[src/rtl/core/csmva_pkg.sv]
// Shared types and constants for the COO sparse matrix-vector accumulate block.
// Holds the request mode codes, the field widths and the controller/datapath structs.
// No dependencies.
`default_nettype none

package csmva_pkg;

  localparam int unsigned IDX_W  = 10;
  localparam int unsigned VAL_W  = 16;
  localparam int unsigned PROD_W = 32;
  localparam int unsigned ACC_W  = 48;

  localparam logic signed [ACC_W-1:0] ACC_MAX = {1'b0, {(ACC_W-1){1'b1}}};
  localparam logic signed [ACC_W-1:0] ACC_MIN = {1'b1, {(ACC_W-1){1'b0}}};

  typedef enum logic [1:0] {
    MODE_LOAD  = 2'd0,
    MODE_CLEAR = 2'd1,
    MODE_ACC   = 2'd2,
    MODE_READ  = 2'd3
  } csmva_mode_e;

  typedef struct packed {
    logic capture;
    logic vec_we;
    logic acc_clr;
    logic prod_en;
    logic acc_wb;
    logic out_load;
  } csmva_cmd_t;

  typedef struct packed {
    csmva_mode_e mode;
    logic        row_ok;
    logic        col_ok;
    logic        out_free;
  } csmva_status_t;

endpackage

`default_nettype wire

[src/rtl/core/csmva_ctrl.sv]
// Controller: one-hot sequencer that steps each request through its phases.
// Depends on csmva_pkg; drives csmva_datapath through command/status structs.
`default_nettype none

module csmva_ctrl import csmva_pkg::*; (
  input  wire logic          clk_i,
  input  wire logic          rst_ni,
  input  wire logic          req_valid_i,
  input  csmva_mode_e        req_mode_i,
  output logic               req_ready_o,
  input  csmva_status_t      status_i,
  output csmva_cmd_t         cmd_o
);

  typedef enum logic [6:0] {
    S_IDLE  = 7'b0000001,
    S_LOAD  = 7'b0000010,
    S_CLEAR = 7'b0000100,
    S_FETCH = 7'b0001000,
    S_MUL   = 7'b0010000,
    S_WB    = 7'b0100000,
    S_RESP  = 7'b1000000
  } state_e;

  state_e state_q, state_d;

  always_ff @(posedge clk_i or negedge rst_ni) begin
    if (!rst_ni) begin
      state_q <= S_IDLE;
    end else begin
      state_q <= state_d;
    end
  end

  always_comb begin
    state_d     = state_q;
    cmd_o       = '0;
    req_ready_o = 1'b0;
    unique case (state_q)
      S_IDLE: begin
        req_ready_o = 1'b1;
        if (req_valid_i) begin
          cmd_o.capture = 1'b1;
          unique case (req_mode_i)
            MODE_LOAD:  state_d = S_LOAD;
            MODE_CLEAR: state_d = S_CLEAR;
            MODE_ACC:   state_d = S_FETCH;
            MODE_READ:  state_d = S_FETCH;
            default:    state_d = S_IDLE;
          endcase
        end
      end
      S_LOAD: begin
        cmd_o.vec_we = status_i.col_ok;
        state_d      = S_IDLE;
      end
      S_CLEAR: begin
        cmd_o.acc_clr = status_i.row_ok;
        state_d       = S_IDLE;
      end
      S_FETCH: begin
        if (status_i.mode == MODE_READ) begin
          state_d = S_RESP;
        end else if (status_i.row_ok && status_i.col_ok) begin
          state_d = S_MUL;
        end else begin
          state_d = S_IDLE;
        end
      end
      S_MUL: begin
        cmd_o.prod_en = 1'b1;
        state_d       = S_WB;
      end
      S_WB: begin
        cmd_o.acc_wb = 1'b1;
        state_d      = S_IDLE;
      end
      S_RESP: begin
        if (status_i.out_free) begin
          cmd_o.out_load = 1'b1;
          state_d        = S_IDLE;
        end
      end
      default: begin
        state_d = S_IDLE;
      end
    endcase
  end

endmodule

`default_nettype wire

[config.mk]
export PLATFORM = sky130hd
export DESIGN_NAME = csmva_ctrl
export DESIGN_NICKNAME = d
export VERILOG_FILES = /design/src/rtl/core/csmva_pkg.sv /design/src/rtl/core/csmva_ctrl.sv
export SDC_FILE = /design/constraint.sdc
export NUM_CORES = 1
export LEC_CHECK = 0
export BUFFER_PORTS_ARGS = -buffer_cell sky130_fd_sc_hd__buf_2
export CORE_AREA = 2 2 39 41
export CTS_BUF_LIST = sky130_fd_sc_hd__clkbuf_16
export DETAILED_ROUTE_END_ITERATION = 8
export DIE_AREA = 0 0 41 43
export PLACE_DENSITY = 0.64
export SETUP_SLACK_MARGIN = 0.1
export SLEW_MARGIN = 20
export SYNTH_ARGS = -nofsm -noshare
export SYNTH_HDL_FRONTEND = slang
export SYNTH_SLANG_ARGS = --single-unit
[constraint.sdc]
create_clock -name clk_i -period 2.99 [get_ports clk_i]
set_input_delay 0.1495 -clock clk_i [delete_from_list [all_inputs] [get_ports clk_i]]
set_output_delay 0.1495 -clock clk_i [all_outputs]
set_load 0.02 [all_outputs]
==> impl_metrics.json, run 1 <==
{
  "syn_avg_cell_area_um2": 9.40,
  "peakVddDrop_mv": 0.416,
  "fin_crit_ns": 1.63,
  "port_buffers": 16,
  "hold_viol": 0,
  "drtAntennaViolNets": 0,
  "async_reset_ff_frac": 1.00,
  "cts_sinks": 7,
  "outcome": "completed",
  "nets": 74,
  "critPathSlowestCell": "nor4_4",
  "utilization": 0.423,
  "stdcell_count": 79,
  "wire_per_inst_um": 12.2,
  "post-cts-setup-buffer-count": 0,
  "worstPathArrival_ns": 1.48,
  "final_common_cell": "buf_2",
  "yosysWarnings": 0,
  "finClkSkew_ns": 0.000646,
  "setup_viol": 0,
  "regMostFlops": "state_q",
  "hold_class": "input pin to flip-flop",
  "grt_overflow": 0,
  "n_antenna_cell": 0,
  "yosys_most_used_dff": "dfrtp_1",
  "syn-instance-count": 43,
  "layout_common_cells": "buf_2 (16), nand2_1 (6), dfrtp_1 (6)",
  "viasPerCell": 5.00,
  "firstDrtPassIters": 4,
  "grt_max_degree": 8,
  "clkSlewWorstSetupHoldPaths_ns": 0.04,
  "drv_cap": 0,
  "area_growth_syn_to_layout_pct": 44.9,
  "grt_pass1_vias": 359,
  "synth_edf_count": 0,
  "cp-end-kind": "output port",
  "reg.largest.list": "state_q x7",
  "synth-seq-cells": 7,
  "cts_tree": "built",
  "cpPeakStageDelay_ns": 0.43,
  "syn_area_um2": 404,
  "clk_latency_ns": 0.23,
  "drt_iter0_markers": 8,
  "place_congestion": 0.719,
  "start_kind": "flip-flop",
  "die_x_um": 41,
  "drt_wl_total_um": 961,
  "holdWs_ns": 0.0847,
  "synth_nets": 53,
  "fin_crit_sh": 0.545,
  "start_util": 0.292,
  "numCtsBuffers": 3,
  "dpl_cell_area_um2": 497,
  "dp.cells": 74,
  "stdcell_area_um2": 586,
  "yosysSeqAreaShare": 0.437,
  "leakage_nw": 0.299,
  "crit_chain": "nor4_4, nand3_2, inv_1, buf_2",
  "htreeDepth": 1,
  "dpl_worst_slack_ns": 1.59,
  "crit_required_ns": 2.84,
  "powerDensity_nw_per_um2": 672,
  "die_y_um": 43,
  "ios": 17,
  "setup_ws_ns": 1.36,
  "antenna_found_initial": 0,
  "max_slew_margin": 0.753,
  "cts_resized": 0,
  "cts-root-buf": "clkbuf_16",
  "worstMarginPinSlew_ns": 0.368,
  "final_layout_size_suffix_gt1_frac": 0.413,
  "core-area_um2": 1380,
  "drv_slew": 0,
  "grt_pass1_wl_um": 1570,
  "largest_register_ffs": 7,
  "num_vias": 395,
  "fp-row-count": 14,
  "yosysUniqueCellTypes": 20,
  "hpwl_um": 725,
  "rsz0062_at_grt": "no",
  "grtUsageTotal": 0.144,
  "cts_buffer_depth": 2,
  "p_total_mw": 0.393,
  "max_freq_mhz": 614,
  "tns_ns": 0,
  "crit_fanout": 6,
  "crit_type": "flip-flop to output port",
  "die_area_um2": 1760,
  "drc": 0
}
## cell type report
class                   instances  area (µm²)
fillers                       143         798
clock buffers                   3        75.1
clock inverters                 1        3.75
multi-input cells              32         209
repair buffers                 17        90.1
well taps                      16        20.0
flip-flops and latches          7         176
inverters                       3        11.3
## cells in the mapped netlist, drive strengths merged (2+ instances only)
| library cell | n | share of area |
|---|---|---|
| nor3b | 4 | 0.087 |
| and2 | 3 | 0.053 |
| nor3 | 5 | 0.062 |
| inv | 3 | 0.028 |
| nand2 | 6 | 0.056 |
| nor2 | 5 | 0.046 |
| dfrtp | 6 | 0.37 |
| nand3 | 2 | 0.037 |
## cells by family (layout without fill, tap and decap cells)
logic type,after synthesis,after routing,share of synthesized area
buffers and inverters,4,24,0.0464
AO/OA/AOI/OAI,4,4,0.0836
AND/OR/NAND/NOR,28,28,0.433
flip-flops,7,7,0.437
## path summary, 6_finish.rpt
kind | start | endpoint | slack, ns | cells after the start
max | state_q[2] | cmd_o[5] | 1.36 | 4
min | req_mode_i[0] | state_q[1] | 0.08 | 2
max reg2reg | state_q[2] | state_q[2] | 1.67 | 3
min reg2reg | state_q[4] | state_q[4] | 0.65 | 3
max in group asynchronous | rst_ni | state_q[0] | 2.48 | 2
min in group asynchronous | rst_ni | state_q[6] | 0.29 | 2
## critical path, delay by kind of cell (launching register included)
family / cells / cell delay [ns]
AND/OR/NAND/NOR: 2 / 0.60
flip-flops: 1 / 0.42
buffers and inverters: 2 / 0.23
## report_power, final
group,internal [mW],switching [mW]
clock,0.174,0.0491
combinational,0.0262,0.0336
sequential,0.103,0.00807
total,0.303,0.0908
## per-layer routing
| metal | track usage | part of all wire |
|---|---|---|
| met1 | 0.180 | 0.45 |
| met2 | 0.181 | 0.46 |
| met3 | 0.0471 | 0.052 |
| met4 | 0.140 | 0.043 |
| met5 | 0 | 0 |
## timing repair
item,in CTS,in global routing
setup endpoints to repair,0,0
hold buffers,1,0
hold endpoints to repair,7,0
No activity file was read; power rests on OpenSTA's default activity.
==> inputs of run 2 (changes only) <==
- ABC_AREA: default -> 1
- PLACE_DENSITY: 0.64 -> 0.75
- clock period: 2.99 -> 1.4 ns (I/O delays scaled with it)
==> run 2 against run 1 <==
  * Via count up 36%
  * Wire length up 40%
  * Non-clock buffer count up 7
  * Sequential share of layout area down 7.9 points
  * Highest routed layer unchanged
==> impl_metrics.json, run 2 <==
{
  "grt_pass1_vias": 530,
  "drtAntennaViolNets": 0,
  "hold_viol": 0,
  "crit_type": "flip-flop to output port",
  "fin_crit_sh": 0.955,
  "fill_cells": 133,
  "crit_required_ns": 1.33,
  "outcome": "completed",
  "worstPathArrival_ns": 1.27,
  "drt_wl_total_um": 1350,
  "yosysWarnings": 0,
  "drc": 0,
  "start_kind": "flip-flop",
  "regMostFlops": "state_q",
  "leakage_nw": 0.434,
  "num_vias": 537,
  "grt_pass1_wl_um": 2130,
  "cts-root-buf": "clkbuf_16",
  "async_reset_ff_frac": 1.00,
  "area_growth_syn_to_layout_pct": 55.4,
  "start_util": 0.369,
  "clkSlewWorstSetupHoldPaths_ns": 0.04,
  "final_common_cell": "buf_2",
  "powerDensity_nw_per_um2": 1860,
  "die_y_um": 43,
  "synth_top_area_frac": 0.294,
  "antenna_found_initial": 0,
  "tns_ns": 0,
  "clk_latency_ns": 0.23,
  "rsz0062_at_grt": "yes",
  "cpPeakStageDelay_ns": 0.53,
  "cp-end-kind": "output port",
  "hold_class": "input pin to flip-flop",
  "setup_viol": 0,
  "die_x_um": 41,
  "cts_sinks": 7,
  "wire_per_inst_um": 12.1,
  "netlist_top_cells_count": "nand2_1 (11), nor2_1 (9), inv_1 (7), nand3_1 (7), dfrtp_1 (6)",
  "yosysUniqueCellTypes": 17,
  "synth_nets": 78,
  "finClkSkew_ns": 0.00247,
  "fin_crit_ns": 1.34,
  "crit_chain": "nand2_2, nor2_4, nand2_4, nor2_4, buf_6",
  "max_freq_mhz": 748,
  "utilization": 0.573,
  "grt_overflow": 0,
  "layout_common_cells": "buf_2 (11), nand2_1 (10), buf_4 (9)",
  "synth_edf_count": 0,
  "largest_register_ffs": 7,
  "die_area_um2": 1760,
  "reg.largest.list": "state_q x7",
  "synth_area_leaders": "dfrtp_1 (29%), nand2_1 (8.1%), nand3_1 (6.9%)",
  "core-area_um2": 1380,
  "syn_area_um2": 510,
  "critPathSlowestCell": "dfstp_2",
  "max_slew_margin": 0.872,
  "cts_tree": "built",
  "yosysTopAreaCell": "dfrtp_1",
  "viasPerCell": 4.84,
  "yosys_most_used_dff": "dfrtp_1",
  "port_buffers": 16,
  "htreeDepth": 1,
  "firstDrtPassIters": 5,
  "p_total_mw": 1.47,
  "cts_buffer_depth": 2,
  "place_congestion": 0.786,
  "worstMarginPinSlew_ns": 0.191,
  "fp-row-count": 14,
  "holdWs_ns": 0.0127,
  "cpMostUsedCell": "nor2_4",
  "hpwl_um": 845,
  "syn-instance-count": 68,
  "drv_cap": 0,
  "grt_max_degree": 8,
  "drt_iter0_markers": 12,
  "ios": 17,
  "drv_slew": 0,
  "final_layout_size_suffix_gt1_frac": 0.547,
  "synth-seq-cells": 7,
  "peakVddDrop_mv": 1.05,
  "n_antenna_cell": 0,
  "yosysSeqAreaShare": 0.346,
  "numCtsBuffers": 3,
  "syn_avg_cell_area_um2": 7.51,
  "grtUsageTotal": 0.182,
  "nets": 106,
  "yosysMostFrequentCell": "nand2_1",
  "crit_fanout": 3
}
[run 2: changes by cell type after synthesis, moves of 2 or more]
cell     change
and2_2       -2
nor2_1       +4
nor3_2       +2
inv_2        +5
nand2_4      +3
inv_1        +4
nand3_1      +6
nor2_4       +3
nor3b_1      -3
nand2_1      +5
nand2_2      +4
[run 2: timing repair]
item                                    CTS  global route
gates resized for setup                   8             6
buffers inserted                          4             3
hold buffers                              1             0
hold endpoints to repair                  7             0
endpoints found under the setup margin    4             7
pin swaps                                 4             2
[run 2: area by class of cell]
type / instances / area [µm²] / share of cell area
well taps: 16 / 20.0 / 0.0252
clock buffers: 3 / 75.1 / 0.0946
clock inverters: 1 / 3.75 / 0.00473
multi-input cells: 46 / 293 / 0.369
inverters: 14 / 58.8 / 0.0741
flip-flops and latches: 7 / 176 / 0.222
repair buffers: 24 / 166 / 0.210
[run 2: path summary, 6_finish.rpt]
check                               from         end  slack (ns)  depth (start not counted)
min in group asynchronous         rst_ni  state_q[3]        0.21                          2
max in group asynchronous         rst_ni  state_q[0]        0.97                          2
hold / removal             req_mode_i[0]  state_q[1]        0.01                          2
hold reg to reg               state_q[4]  state_q[0]        0.64                          3
setup / recovery              state_q[0]    cmd_o[5]        0.06                          5
setup reg to reg              state_q[0]  state_q[0]        0.14                          8
[run 2: where the power goes]
part | internal, mW | leakage, nW | switching (mW) | total [mW]
Sequential | 0.248 | 0.0932 | 0.0253 | 0.274
Combinational | 0.324 | 0.298 | 0.400 | 0.723
Clock | 0.371 | 0.0423 | 0.104 | 0.475
[run 2: per-layer routing]
metal,GRT usage,routed length (µm),vias to the layer above
met3,0.0366,120,2
li1,-,-,262
met1,0.210,460,247
met5,0,0,-
met4,0.120,18,0
met2,0.284,747,26
[run 2: worst max-delay path: cells and delay by family, from the launching register on]
family,cells,cell delay (ns)
flops,1,0.53
simple gates,4,0.38
buf+inv,1,0.12
[run 2: logic make-up after synthesis]
logic type             synth area share
AO/OA/AOI/OAI                   0.00979
flip-flops                        0.346
AND/OR/NAND/NOR                   0.515
buffers and inverters             0.130
[run 2: per-stage QoR]
step | instances | cell area [µm²] | setup WS, ns
6_report | 111 | 793 | 0.0626
5_1_grt | 111 | 793 | 0.0164
4_1_cts | 108 | 747 | 0.0804
3_5_place_dp | 99 | 603 | 0.244
3_3_place_gp | 99 | 603 | 0.262
2_1_floorplan | 68 | 510 | 0.245
